### src/rtl/qfg_pkg.sv
`timescale 1ns / 1ps
// ----------------------------------------------------------------------------
// qfg_pkg
// Shared types and constants of the quad footprint grid cell scanner.
// ----------------------------------------------------------------------------
package qfg_pkg;

  localparam logic [31:0] CELL_SIZE_RESET = 32'd65536;

  typedef struct packed {
    logic signed [31:0] v0_x;
    logic signed [31:0] v0_y;
    logic signed [31:0] v1_x;
    logic signed [31:0] v1_y;
    logic signed [31:0] v2_x;
    logic signed [31:0] v2_y;
    logic signed [31:0] v3_x;
    logic signed [31:0] v3_y;
  } quad_item_t;

  typedef struct packed {
    logic signed [31:0] cell_x;
    logic signed [31:0] cell_y;
    logic               status;
    logic               last;
  } cell_item_t;

  typedef logic [31:0] cfg_word_t;

  localparam logic STATUS_CELL = 1'b0;
  localparam logic STATUS_OVER = 1'b1;

  typedef struct packed {
    logic done;
    logic pos;
    logic zero;
  } ori_res_t;

  typedef struct packed {
    logic        done;
    logic [31:0] quo;
    logic [31:0] rem;
  } div_res_t;

  typedef enum logic [3:0] {
    S_IDLE,
    S_BBOX,
    S_DIV,
    S_WIN,
    S_CELL,
    S_VTX,
    S_ORI,
    S_SEG,
    S_XCHK,
    S_XORI,
    S_XDEC,
    S_HIT,
    S_NEXT,
    S_FIN,
    S_OVR
  } state_e;

  // point p within the bounding box of segment a-b
  function automatic logic in_span(
    input logic signed [31:0] ax, input logic signed [31:0] ay,
    input logic signed [31:0] bx, input logic signed [31:0] by,
    input logic signed [31:0] px, input logic signed [31:0] py);
    logic signed [31:0] lx, hx, ly, hy;
    lx = (ax < bx) ? ax : bx;
    hx = (ax < bx) ? bx : ax;
    ly = (ay < by) ? ay : by;
    hy = (ay < by) ? by : ay;
    return (px >= lx) && (px <= hx) && (py >= ly) && (py <= hy);
  endfunction

endpackage

### src/rtl/qfg_div.sv
`timescale 1ns / 1ps
// ----------------------------------------------------------------------------
// qfg_div
// Restoring unsigned 32 by 32 divider, one quotient bit per cycle.
// ----------------------------------------------------------------------------
module qfg_div (
  input  logic             clk_i,
  input  logic             rst_ni,
  input  logic             go_i,
  input  logic [31:0]      num_i,
  input  logic [31:0]      den_i,
  output qfg_pkg::div_res_t res_o
);
  import qfg_pkg::*;

  logic [5:0]  cnt_q;
  logic [31:0] acc_q;
  logic [32:0] rem_q;
  logic [32:0] rem_sh;
  logic        ge;

  assign rem_sh = {rem_q[31:0], acc_q[31]};
  assign ge     = rem_sh >= {1'b0, den_i};

  always_ff @(posedge clk_i or negedge rst_ni) begin
    if (!rst_ni) begin
      cnt_q <= '0;
    end else if (!go_i || cnt_q == 6'd33) begin
      cnt_q <= '0;
    end else begin
      cnt_q <= cnt_q + 6'd1;
    end
  end

  always_ff @(posedge clk_i) begin
    if (go_i && cnt_q == 6'd0) begin
      acc_q <= num_i;
      rem_q <= '0;
    end else if (go_i && cnt_q != 6'd33) begin
      acc_q <= {acc_q[30:0], ge};
      rem_q <= ge ? (rem_sh - {1'b0, den_i}) : rem_sh;
    end
  end

  assign res_o.done = go_i && (cnt_q == 6'd33);
  assign res_o.quo  = acc_q;
  assign res_o.rem  = rem_q[31:0];
endmodule

### config.mk
export PLATFORM = sky130hd
export DESIGN_NAME = qfg_div
export DESIGN_NICKNAME = d
export VERILOG_FILES = /design/src/rtl/qfg_pkg.sv /design/src/rtl/qfg_div.sv
export SDC_FILE = /design/constraint.sdc
export NUM_CORES = 1
export LEC_CHECK = 0
export ABC_AREA = 1
export BUFFER_PORTS_ARGS = -buffer_cell sky130_fd_sc_hd__clkbuf_2
export CAP_MARGIN = 5
export CORE_ASPECT_RATIO = 0.6
export CORE_MARGIN = 2
export CORE_UTILIZATION = 45
export DETAILED_ROUTE_END_ITERATION = 10
export GPL_TIMING_DRIVEN = 0
export PLACE_DENSITY = 0.74
export SYNTH_ARGS = -nofsm -noshare
export SYNTH_HDL_FRONTEND = slang
export SYNTH_SLANG_ARGS = --single-unit
### constraint.sdc
create_clock -name clk_i -period 2.97 [get_ports clk_i]
set_input_delay 0.1485 -clock clk_i [delete_from_list [all_inputs] [get_ports clk_i]]
set_output_delay 0.1485 -clock clk_i [all_outputs]
set_load 0.02 [all_outputs]
== Word-level counts from Yosys, hierarchy flattened ==
Cells that the tools add are included.

* Output and inout bits: 65
* Bits in registers: 70

* Add/subtract/negate cells: 2
* Equal/unequal tests: 2
* Reduce and logical (&&, ||, !) cells: 7
* Multiplexer cells: 4
* $lt $le $gt $ge: 1

{| class="wikitable"
|+ Operator list
! operator !! number
|-
| two-way mux 32 bit || 3
|-
| >= comparator 33 x 32 -> 1 bit || 1
|-
| subtractor 32 bit || 1
|-
| adder 6 x 1 -> 6 bit (second input constant) || 1
|-
| equality test 6 bit (second input constant) || 1
|-
| zero test 6 bit || 1
|-
| two-way mux 6 bit || 1
|-
| inequality test 6 bit (second input constant) || 1
|-
| logical AND 1 bit || 3
|-
| nonzero test 2 bit || 1
|-
| zero test 1 bit || 1
|-
| logical OR 1 bit || 1
|}

== Depth between registers and ports, before layout ==
* Depth after elaboration: 4
* Mapped depth: 17
* Mapped depth without buffers: 16

== Worst setup path after synthesis ==
OpenSTA, ideal clock, no wires.

* Path type: flip-flop to flip-flop
* From: register cnt_q[0]
* To: register acc_q[0], enable pin
* Cell stages (with the launch flop): 6
* Library setup time: 0.410 ns
* Arrival time: 2.073 ns
* Clock period less this slack: 2.482 ns
* Path slack: 0.488 ns
* Cell sequence: dfrtp_1 ha_1 nand3_1 nand2_1 inv_1 clkbuf_1

* Word-level cells in the longest chain between the ends: 3

{| class="wikitable"
|+ RTL lines
! element !! line !! source
|-
| start: declaration || qfg_div.sv:16 || <nowiki>logic [5:0] cnt_q;</nowiki>
|-
| start signal: assignment || qfg_div.sv:31 || <nowiki>cnt_q <= cnt_q + 6'd1;</nowiki>
|-
| inequality test 6 bit / zero test 6 bit (equally long branches) || qfg_div.sv:39, qfg_div.sv:36 ||
|-
| logical AND 1 bit (on tied branches) || qfg_div.sv:39, qfg_div.sv:36 ||
|-
| nonzero test 2 bit (no line) (*) || -- ||
|-
| end signal: assignment || qfg_div.sv:37 || <nowiki>acc_q <= num_i;</nowiki>
|-
| end signal: assignment || qfg_div.sv:40 || <nowiki>acc_q <= {acc_q[30:0], ge};</nowiki>
|-
| end: declaration || qfg_div.sv:17 || <nowiki>logic [31:0] acc_q;</nowiki>
|}

Every way passes the cells marked *; elsewhere a longest branch is shown, timed or not.
A chain may end at the register's enable or synchronous reset.

== Worst setup path in the final report ==
* From: register acc_q[31]
* To: register rem_q[28]

* Word-level cells in the longest chain between the ends: 2

{| class="wikitable"
|+ RTL lines
! element !! line !! source
|-
| subtractor 32 bit / >= comparator 33 x 32 -> 1 bit (equally long branches) || qfg_div.sv:41, qfg_div.sv:23 ||
|-
| two-way mux 32 bit (*) || qfg_div.sv:41 || <nowiki>rem_q <= ge ? (rem_sh - {1'b0, den_i}) : rem_sh;</nowiki>
|-
| end signal: assignment || qfg_div.sv:41 ||
|-
| end: declaration || qfg_div.sv:18 || <nowiki>logic [32:0] rem_q;</nowiki>
|}

Marks and branches as above.

==> metrics <==
Via Count=slightly above 6,000; Post-synth EDFFs=32; Final Cell Area=7112 um2; final setup violating endpoints=0; final net count=1,204; Sw Ratio=49.50%; num rows=32; clk sinks=70; Post-CTS Resized=0; CTS tree=built; Worst slew margin=about 64%; clk slew on worst S/H paths=around 0.060 ns; Internal Power=3.435 mW; total grt overflow=0; Crit. End Element=flip-flop; Yosys reg bits=70; Initial Util=46.02%; Area Growth Syn to Fin=20.25%; gpl congestion=1.002; chip width=about 150 um; Max-Cap Viols=0; clock power share=between 15 and 20%; worst slew pin tran=0.5372 ns; share of cells above drive strength 1=17.45%; Hold/Removal Path Class=input port to flip-flop; die area=14,110 um2; Worst-Skew Late Latency=0.34 ns; Finished Layout Cells=1,276; CP Max Fanout=4; worst hold slack=0.07421 ns; first-pass GRT wire length=27.65 mm; Tot Pwr=about 7 mW; Post-CTS Setup Bufs=0; n_diodes=0; drt via density=approximately 4.8; synth warn=0; Mapped Cells=957; Sw Pwr=3.367 mW; initial antenna violation count=0; hold_buf cts=1; RSZ-0062 raised after global routing=no; Peak VDD IR=0.0003909 V; Cell variety after synth=36; initial DRC count=478; post-layout util=a little under three fifths; I/O pin count=132; H-tree levels=3; Avg Inst Size Synth=between 6 and 7 um2; crit path kind=flip-flop to flip-flop; synthesized area=approximately 6000 um2; startpoint types=flip-flop; Sequential Power Share=22.3%; Post-Place Cells=approximately 1,300; wire length per cell=13.62 um; CORE AREA=12,850 um2; clock skew=0.01026 ns; dpl ws=0.4724 ns; clock buffer depth=2; Async S/R FF share, synth=roughly 8.6%; fmax=about 390 MHz; GRT Resource Usage Total=24.75%; Syn Nets=around 1,100; fin crit share=87.04%; CP required=~3.2 ns; CTS buffer count=9; Gate power share=approximately three fifths; DR DRC count=0; Area after DPL=6804 um2; CP arrival=~2.8 ns; setup ws final=0.3849 ns; largest net degree at the start of global routing=37; setup TNS=0 ns; post-synthesis sequential area ratio=between 20% and 30%; status=finished clean; Cell Pwr Density=956.5 nW/um2; Max Slew Vio Count=0; drt pass-1 iters=6; Main synth FF type=edfxtp_1; Die H=92.80 um; number of global-route vias before repair=roughly 5,300; post-detail-place hpwl=approximately 14 mm; commonest non-fill, non-tap cell in the layout=nand2_1; most frequent cells in the layout=nand2_1, inv_1, clkbuf_2, nand3_1, nor2_1; Detailed Route WL=17.38 mm; Root Buffer=clkbuf_16; Lkg Pwr=~4.2 nW; minimum clock period=2.585 ns; port buffer count=131; Final Hold Violating Endpoints=0; Antenna Nets Post-Route=0
registers in the layout, indices dropped and copies added (netlist names):
signal	cells
rem_q	32
cnt_q	6
acc_q	32
cells by family after synthesis:
group / Yosys count / share of synthesized area (%)
compound gates: 44 / 3.998
xor+xnor: 16 / 2.369
fa+ha+maj: 36 / 7.743
buf+inv: 206 / 13.94
flops: 70 / 29.62
simple gates: 585 / 42.33
critical path, stage by stage (launching register included):
cell      delay, ns
edfxtp_1       0.39
inv_1          0.14
ha_1           0.16
inv_1          0.09
fa_1           0.46
nand3_1        0.12
nand3_1        0.15
nand2_1        0.12
nand2_1        0.16
nand2_1        0.10
nand2_1        0.10
nand2_1        0.18
nand2_1        0.07
nand2_1        0.05
nand3_1        0.06
nand2_1        0.08
nand2_1        0.05
routing by layer:
layer | up-vias | GRT usage (%) | routed length, um
met5 | - | 0 | 0
met4 | 0 | 3.505 | 106
met3 | 10 | 5.475 | 1577
met2 | 238 | 32.24 | 6228
met1 | 2710 | 40.74 | 9463
li1 | 3216 | - | -
power groups by stage:
stage / logic, mW / registers (mW) / clock network, mW
2_1_floorplan: 2.77 / 1.79 / 0
3_3_place_gp: 4.08 / 1.52 / 0
3_5_place_dp: 4.11 / 1.53 / 0
4_1_cts: 4.13 / 1.51 / 1.12
5_1_grt: 4.67 / 1.56 / 1.16
6_report: 4.19 / 1.52 / 1.09
final timing paths:
| check | slack [ns] | end | startpoint | depth (start not counted) |
|---|---|---|---|---|
| max in group asynchronous | 2.65 | cnt_q[3] | rst_ni | 2 |
| min reg2reg | 0.49 | rem_q[22] | rem_q[22] | 2 |
| max reg2reg | 0.38 | rem_q[28] | acc_q[31] | 16 |
| min | 0.07 | acc_q[18] | num_i[18] | 3 |
| min in group asynchronous | 0.17 | cnt_q[0] | rst_ni | 2 |
| max | 0.38 | rem_q[28] | acc_q[31] | 16 |
cell usage after synthesis, drive strengths merged (10+ instances only):
master / instances / share of area (%)
nand2: 413 / 27
inv: 182 / 12
nand3: 86 / 7.7
nor2: 56 / 4.3
ha: 35 / 7.4
dfxtp: 32 / 11
edfxtp: 32 / 16
a21oi: 23 / 2.1
o21ai: 17 / 1.4
nand3b: 13 / 1.7
xnor2: 13 / 1.9
buf: 12 / 1.6
nand4: 10 / 1.1
area by class of cell:
type,instances,area [um2]
Multi-Input combinational cell,681,3338
Sequential cell,70,1752
Inverter,185,694.4
Clock inverter,7,72.57
Fill cell,1307,5741
Timing Repair Buffer,133,685.7
Buffer,21,131.4
Clock buffer,9,225.2
Tap cell,170,212.7
(Power assumes the default switching activity.)
