### src/rtl/qfg_pkg.sv
`timescale 1ns / 1ps
// ----------------------------------------------------------------------------
// qfg_pkg
// Shared types and constants of the quad footprint grid cell scanner.
// ----------------------------------------------------------------------------
package qfg_pkg;

  localparam logic [31:0] CELL_SIZE_RESET = 32'd65536;

  typedef struct packed {
    logic signed [31:0] v0_x;
    logic signed [31:0] v0_y;
    logic signed [31:0] v1_x;
    logic signed [31:0] v1_y;
    logic signed [31:0] v2_x;
    logic signed [31:0] v2_y;
    logic signed [31:0] v3_x;
    logic signed [31:0] v3_y;
  } quad_item_t;

  typedef struct packed {
    logic signed [31:0] cell_x;
    logic signed [31:0] cell_y;
    logic               status;
    logic               last;
  } cell_item_t;

  typedef logic [31:0] cfg_word_t;

  localparam logic STATUS_CELL = 1'b0;
  localparam logic STATUS_OVER = 1'b1;

  typedef struct packed {
    logic done;
    logic pos;
    logic zero;
  } ori_res_t;

  typedef struct packed {
    logic        done;
    logic [31:0] quo;
    logic [31:0] rem;
  } div_res_t;

  typedef enum logic [3:0] {
    S_IDLE,
    S_BBOX,
    S_DIV,
    S_WIN,
    S_CELL,
    S_VTX,
    S_ORI,
    S_SEG,
    S_XCHK,
    S_XORI,
    S_XDEC,
    S_HIT,
    S_NEXT,
    S_FIN,
    S_OVR
  } state_e;

  // point p within the bounding box of segment a-b
  function automatic logic in_span(
    input logic signed [31:0] ax, input logic signed [31:0] ay,
    input logic signed [31:0] bx, input logic signed [31:0] by,
    input logic signed [31:0] px, input logic signed [31:0] py);
    logic signed [31:0] lx, hx, ly, hy;
    lx = (ax < bx) ? ax : bx;
    hx = (ax < bx) ? bx : ax;
    ly = (ay < by) ? ay : by;
    hy = (ay < by) ? by : ay;
    return (px >= lx) && (px <= hx) && (py >= ly) && (py <= hy);
  endfunction

endpackage

### src/rtl/qfg_orient.sv
`timescale 1ns / 1ps
// ----------------------------------------------------------------------------
// qfg_orient
// Exact orientation sign of three points with one shared multiplier.
// ----------------------------------------------------------------------------
module qfg_orient (
  input  logic               clk_i,
  input  logic               rst_ni,
  input  logic               go_i,
  input  logic signed [31:0] ax_i,
  input  logic signed [31:0] ay_i,
  input  logic signed [31:0] bx_i,
  input  logic signed [31:0] by_i,
  input  logic signed [31:0] cx_i,
  input  logic signed [31:0] cy_i,
  output qfg_pkg::ori_res_t  res_o
);
  import qfg_pkg::*;

  logic [1:0]         phase_q;
  logic signed [32:0] dbx, dby, dcx, dcy;
  logic signed [32:0] mul_a, mul_b;
  logic signed [65:0] prod;
  logic signed [65:0] p_q, q_q;

  assign dbx = 33'(bx_i) - 33'(ax_i);
  assign dby = 33'(by_i) - 33'(ay_i);
  assign dcx = 33'(cx_i) - 33'(ax_i);
  assign dcy = 33'(cy_i) - 33'(ay_i);

  assign mul_a = (phase_q == 2'd0) ? dbx : dby;
  assign mul_b = (phase_q == 2'd0) ? dcy : dcx;
  assign prod  = mul_a * mul_b;

  always_ff @(posedge clk_i or negedge rst_ni) begin
    if (!rst_ni) begin
      phase_q <= '0;
    end else if (!go_i || phase_q == 2'd2) begin
      phase_q <= '0;
    end else begin
      phase_q <= phase_q + 2'd1;
    end
  end

  always_ff @(posedge clk_i) begin
    if (phase_q == 2'd0) begin
      p_q <= prod;
    end
    if (phase_q == 2'd1) begin
      q_q <= prod;
    end
  end

  assign res_o.done = go_i && (phase_q == 2'd2);
  assign res_o.pos  = p_q > q_q;
  assign res_o.zero = p_q == q_q;
endmodule

### config.mk
export PLATFORM = sky130hd
export DESIGN_NAME = qfg_orient
export DESIGN_NICKNAME = d
export VERILOG_FILES = /design/src/rtl/qfg_pkg.sv /design/src/rtl/qfg_orient.sv
export SDC_FILE = /design/constraint.sdc
export NUM_CORES = 2
export LEC_CHECK = 0
export BUFFER_PORTS_ARGS = -buffer_cell sky130_fd_sc_hd__buf_2
export CAP_MARGIN = 20
export CORE_ASPECT_RATIO = 0.5
export CORE_UTILIZATION = 30
export DETAILED_ROUTE_END_ITERATION = 8
export PLACE_DENSITY_LB_ADDON = 0.2
export SETUP_SLACK_MARGIN = 0.15
export SYNTH_ARGS = -nofsm -noshare
export SYNTH_HDL_FRONTEND = slang
export SYNTH_SLANG_ARGS = --single-unit
### constraint.sdc
create_clock -name clk_i -period 30.4 [get_ports clk_i]
set_input_delay 3.04 -clock clk_i [delete_from_list [all_inputs] [get_ports clk_i]]
set_output_delay 3.04 -clock clk_i [all_outputs]
set_load 0.02 [all_outputs]
* After elaboration in Yosys (flattened, before gate mapping)
Index checks and enable logic that the tools add are counted.
Widths: inputs -> output; s select.
** Word-level totals
- Output and inout bits :: 3
- Register bits after elaboration :: 134
** Cells by class
- Multipliers :: 1
- Muxes and demuxes :: 3
- Reductions and logical operators :: 4
- Add/subtract/negate cells :: 5
- Equality and inequality tests :: 3
- $lt $le $gt $ge :: 1
** Operators with widths (number)
- $sub 32x32->33 :: 4
- $eq 66x66->1 :: 1
- $gt 66x66->1 :: 1
- $mul 33x33->66 :: 1
- $mux 33 :: 2
- $add 2x1->2 const B :: 1
- $eq 2x1->1 const B :: 1
- $eq 2x2->1 const B :: 1
- $logic_not 2->1 :: 1
- $mux 2 :: 1
- $logic_and 1x1->1 :: 1
- $logic_not 1->1 :: 1
- $logic_or 1x1->1 :: 1

* Depth between registers and ports, before layout
- Depth in word-level cells :: 3
- Mapped depth :: 42
- Mapped depth without buffers :: 40

* Least setup slack after synthesis
Ideal clock, no wire load.
- Path type :: input to register
- Start point :: input by_i[0]
- End point :: register p_q[64] (data pin)
- Path slack :: 17710 ps
- Data required time :: 30127 ps
- Arrival :: 12417 ps
- Stages :: 41
- Library setup time :: 273 ps
- Cells stage by stage :: inv_1 ha_1 inv_1 fa_1 a211oi_2 o21ai_0 a21oi_1 o21ai_1 a31o_2 a31oi_4 o211ai_1 a41o_1 nand3b_1 buf_2 and2_1 fa_1 inv_1 fa_1 (+5 left out) inv_1 fa_1 inv_1 fa_1 fa_1 inv_1 ha_1 clkbuf_1 a21o_1 a21o_1 a21oi_1 a21boi_0 o21ai_0 a31o_2 a21oi_2 o21a_1 o31ai_1 xor2_1
** Between the ends
- Word-level cells in the longest chain between the ends :: 3
** RTL lines
- start, declared :: RTL line qfg_orient.sv:13 : input logic signed [31:0] by_i,
- $sub 32x32->33 :: RTL line qfg_orient.sv:27 : assign dby = 33'(by_i) - 33'(ay_i);
- $mux 33 :: RTL line qfg_orient.sv:31 : assign mul_a = (phase_q == 2'd0) ? dbx : dby;
- $mul 33x33->66 :: RTL line qfg_orient.sv:33 : assign prod = mul_a * mul_b;
- net prod[64] :: RTL line qfg_orient.sv:23 : logic signed [65:0] prod;
- end signal, assigned :: RTL line qfg_orient.sv:47 : p_q <= prod;
- end, declared :: RTL line qfg_orient.sv:24 : logic signed [65:0] p_q, q_q;
The timed path passes the listed nets, and every way through them passes these cells.
A chain may end at the register's enable or synchronous reset.

* Worst setup path after layout
- Start point :: input by_i[0]
- End point :: register q_q[62] (data pin)
** Between the ends
- Word-level cells in the longest chain between the ends :: 3
** RTL lines
- $sub 32x32->33 :: RTL line qfg_orient.sv:27
- $mux 33 :: RTL line qfg_orient.sv:31
- $mul 33x33->66 :: RTL line qfg_orient.sv:33
- net prod[62] :: RTL line qfg_orient.sv:23
- end signal, assigned :: RTL line qfg_orient.sv:50 : q_q <= prod;
- end, declared :: RTL line qfg_orient.sv:24
The timed path passes the listed nets, and every way through them passes these cells.

==> summary.md <==
| Metric | Value |
|---|---|
| Status | `completed` |
| Core area | `168,000 um^2` |
| Seq/Total Area, Yosys | `7.87%` |
| # placed instances | `7,865` |
| TritonCTS Buffers | `17` |
| Cell count after synthesis | `5,550` |
| Non-filler instance count after layout | `7,900` |
| YS warnings | `0` |
| Top Ports | `198` |
| Mux cell area share after synthesis | `0.498%` |
| Max Fclk | `67.0 MHz` |
| GRT overflow | `0` |
| Post-Syn Area | `51,000 um^2` |
| CP peak stage delay | `0.87 ns` |
| Post-synth net total | `7,308` |
| TritonRoute pass-1 iters | `5` |
| Reg2Reg Launch Point | `phase_q[0]` |
| CTS Buffer Depth | `2` |
| Final setup fails | `0` |
| Die Y | `294 um` |
| Setup crit end kind | `flop` |
| Post-layout min period | `14.94 ns` |
| Setup Buffers After CTS | `0` |
| Mean post-synth cell area | `9.19 um^2` |
| Busiest grt layer | `met2` |
| EDFF count, synth | `132` |
| Slew headroom | `18.9%` |
| Post-cts resize count | `0` |
| Fill cells | `17,763` |
| Post-Synth XOR/XNOR Area | `2.87%` |
| Layout cells sized above 1 | `7.59%` |
| Yosys cell types | `90` |
| Cell mode on critical path | `fa_1` |
| Input/output buffers | `197` |
| Initial Util | `30.4%` |
| Slew Limit Fails | `0` |
| DIE WIDTH | `585 um` |
| Crit start category | `input port` |
| Wire length per cell | `20.1 um` |
| DRT antenna net count | `0` |
| Total negative slack | `0 ns` |
| DRT iter0 DRCs | `2,359` |
| FFs w/ async S/R, synth | `1.49%` |
| Reg-to-reg slack, setup | `18.82 ns` |
| Met3 usage | `2.41%` |
| Drt drc | `0` |
| GRT met2 Usage | `33.9%` |
| Hpwl dp | `124 mm` |
| Vias in the first global route | `41,199` |
| Die area | `172,000 um^2` |
| Final net count | `7,374` |
| Min Hold Slack | `0.527 ns` |
| H-tree depth | `4` |
| Clock Latency Late Sink | `0.44 ns` |
| Global-route usage over all layers | `19.2%` |
| TritonCTS clock tree | `done` |
| Period utilization | `49.1%` |
| RSZ-0062 raised after global routing | `false` |
| Vias per cell | `4.79` |
| Worst Hold Class | `flop to flop` |
| Initial antenna violation count | `6` |
| Final Hold Viols | `0` |
| Clock Skew | `0.00899 ns` |
| CTS Hold Bufs | `0` |
| Worst setup endpoint | `q_q[62]` |
| Critical Path Source | `by_i[0]` |
| Slowest CP cell | `a311oi_1` |
| Reg2Reg Depth | `31` |
| Register bit count reported by yosys | `134` |
| Clk sink count | `134` |
| Drt total wl | `159 mm` |
| Met1 Track Usage GR | `24.8%` |
| Area growth, synth to finish | `8.91%` |
| CP required | `30.57 ns` |
| DR vias | `37,846` |
| Critical Path Fanout Max | `33` |
| Placer congestion estimate | `0.853` |
| WP data arrival | `15.11 ns` |
| FP Rows | `106` |
| Main combinational cell family by area after synthesis | `adder cells` |
| Root Buffer | `clkbuf_16` |
| Compound-gate portion of the synthesized area | `8.66%` |
| Post-Synth Simple-Gate Area | `14.2%` |
| First-pass GRT wire length | `248 mm` |
| Main synth FF type | `edfxtp_1` |
| Worst-path clk slew | `0.07 ns` |
| Max-cap violations | `0` |
| Largest net degree at the start of global routing | `103` |
| Post-synthesis adder-cell area fraction | `55.3%` |
| Tightest Pin Transition | `1.20 ns` |
| CP Class | `input port to flop` |
| R2r endpoint | `q_q[62]` |
## critical path: cells and delay by family
kind                       cells  cell delay (ns)
xor gates and xnor gates       1             0.13
AOI/OAI and AO/OA             14             4.52
buffers and inverters          7             0.88
and+or+nand+nor                4             1.33
adders and majority gates     11             5.19
## layout by cell type (no fill, tap or decap), types with 8 or more instances in the layout
cell type	n
a21oi_4	12
o211ai_1	16
a31o_2	8
and2_1	236
o21ai_0	100
a21o_1	113
or3_1	12
o21a_1	38
edfxtp_1	132
a21oi_1	170
clkbuf_16	17
nor2_1	181
fa_1	1149
nor3_1	42
nand2_1	861
a31oi_1	16
xnor2_1	110
mux2_2	11
a211oi_1	15
inv_1	1200
nand4_1	40
and3_1	21
nor2b_2	8
nand2b_1	45
buf_4	77
o21ai_2	15
o21bai_1	16
ha_1	411
buf_2	197
a21boi_0	12
o31ai_1	9
or2_2	9
o21ai_1	11
nand3_1	36
nor4_1	8
nor2b_1	52
xor2_1	57
## synthesized netlist by cell type (5+ instances only)
cell,n,area [um^2]
nand3_1,36,180
and2_1,236,1480
a211o_1,7,61.3
nor2b_1,52,325
mux2_2,11,124
a31oi_1,16,100
mux2i_1,13,130
a21o_1,114,856
nor3b_1,6,45.0
a41oi_1,6,52.6
nand4_1,40,250
a211oi_1,15,113
o21a_1,40,300
inv_1,1200,4500
buf_1,6,22.5
o21bai_1,16,120
a21oi_1,183,916
o211a_1,6,60.1
nor3_1,42,210
edfxtp_1,132,3960
a31o_2,8,70.1
nor4_1,9,56.3
fa_1,1150,23000
nand2_1,861,3230
clkbuf_1,186,698
a211oi_2,5,62.6
nor2b_2,8,70.1
xor2_1,57,499
a21boi_0,12,90.1
o211ai_1,16,120
and3_1,21,131
buf_2,29,145
or3_1,12,75.1
o31ai_1,10,75.1
o21ai_0,102,510
or2_2,9,56.3
ha_1,413,5170
xnor2_1,110,963
nor2_1,181,679
o21ai_1,26,130
nand2b_1,45,282
## worst min-delay path by stage
| stage | start | endpoint | slack (ns) | cells past startpoint |
|---|---|---|---|---|
| finish | phase_q[0] | phase_q[0] | 0.53 | 1 |
| global route | phase_q[0] | phase_q[0] | 0.56 | 1 |
| CTS | phase_q[0] | phase_q[0] | 0.54 | 1 |
| detailed placement | phase_q[0] | phase_q[0] | 0.53 | 1 |
| global placement | phase_q[0] | phase_q[0] | 0.53 | 1 |
| floorplan | phase_q[0] | phase_q[0] | 0.44 | 1 |
## through the flow
| step | setup WS [ns] | instance area (um^2) | util [%] |
|---|---|---|---|
| 2_1_floorplan | 17.71 | 51000 | - |
| 3_3_place_gp | 15.14 | 54900 | 32.7 |
| 3_5_place_dp | 15.13 | 54900 | 32.7 |
| 4_1_cts | 15.54 | 55500 | 33.1 |
| 5_1_grt | 14.92 | 55500 | 33.1 |
| 6_report | 15.46 | 55600 | 33.1 |
## cells by family after synthesis
logic type,count (synthesis)
AO/OA/AOI/OAI,654
flip-flops,134
multiplexers,24
adder cells (fa/ha/maj),1563
buffers and inverters,1429
AND/OR/NAND/NOR,1579
XOR/XNOR,167
## layout make-up
cell class / instances / area, um^2 / share of cell area, %
well taps: 2268 / 2840 / 5.11
repair buffers: 275 / 1580 / 2.85
diodes: 3 / 7.51 / 0.0135
inverters: 1201 / 4510 / 8.11
multi-input cells: 3987 / 42000 / 75.6
flip-flops and latches: 134 / 4010 / 7.23
clock inverters: 15 / 174 / 0.313
clock buffers: 17 / 425 / 0.766
## flip-flops by register name, indices dropped and copies added, names as in the netlist
register	flops
p_q	66
q_q	66
phase_q	2
## routing by layer
metal  vias to the layer above  share of wire, %
met5                         -                 0
met1                     19608                43
li1                      17124                 -
met2                       921                49
met4                         0               3.0
met3                       193               5.3
Power is left out: the tool's default activity adds up to more than one toggle a clock period on the data nets, which glitch-free logic cannot reach.
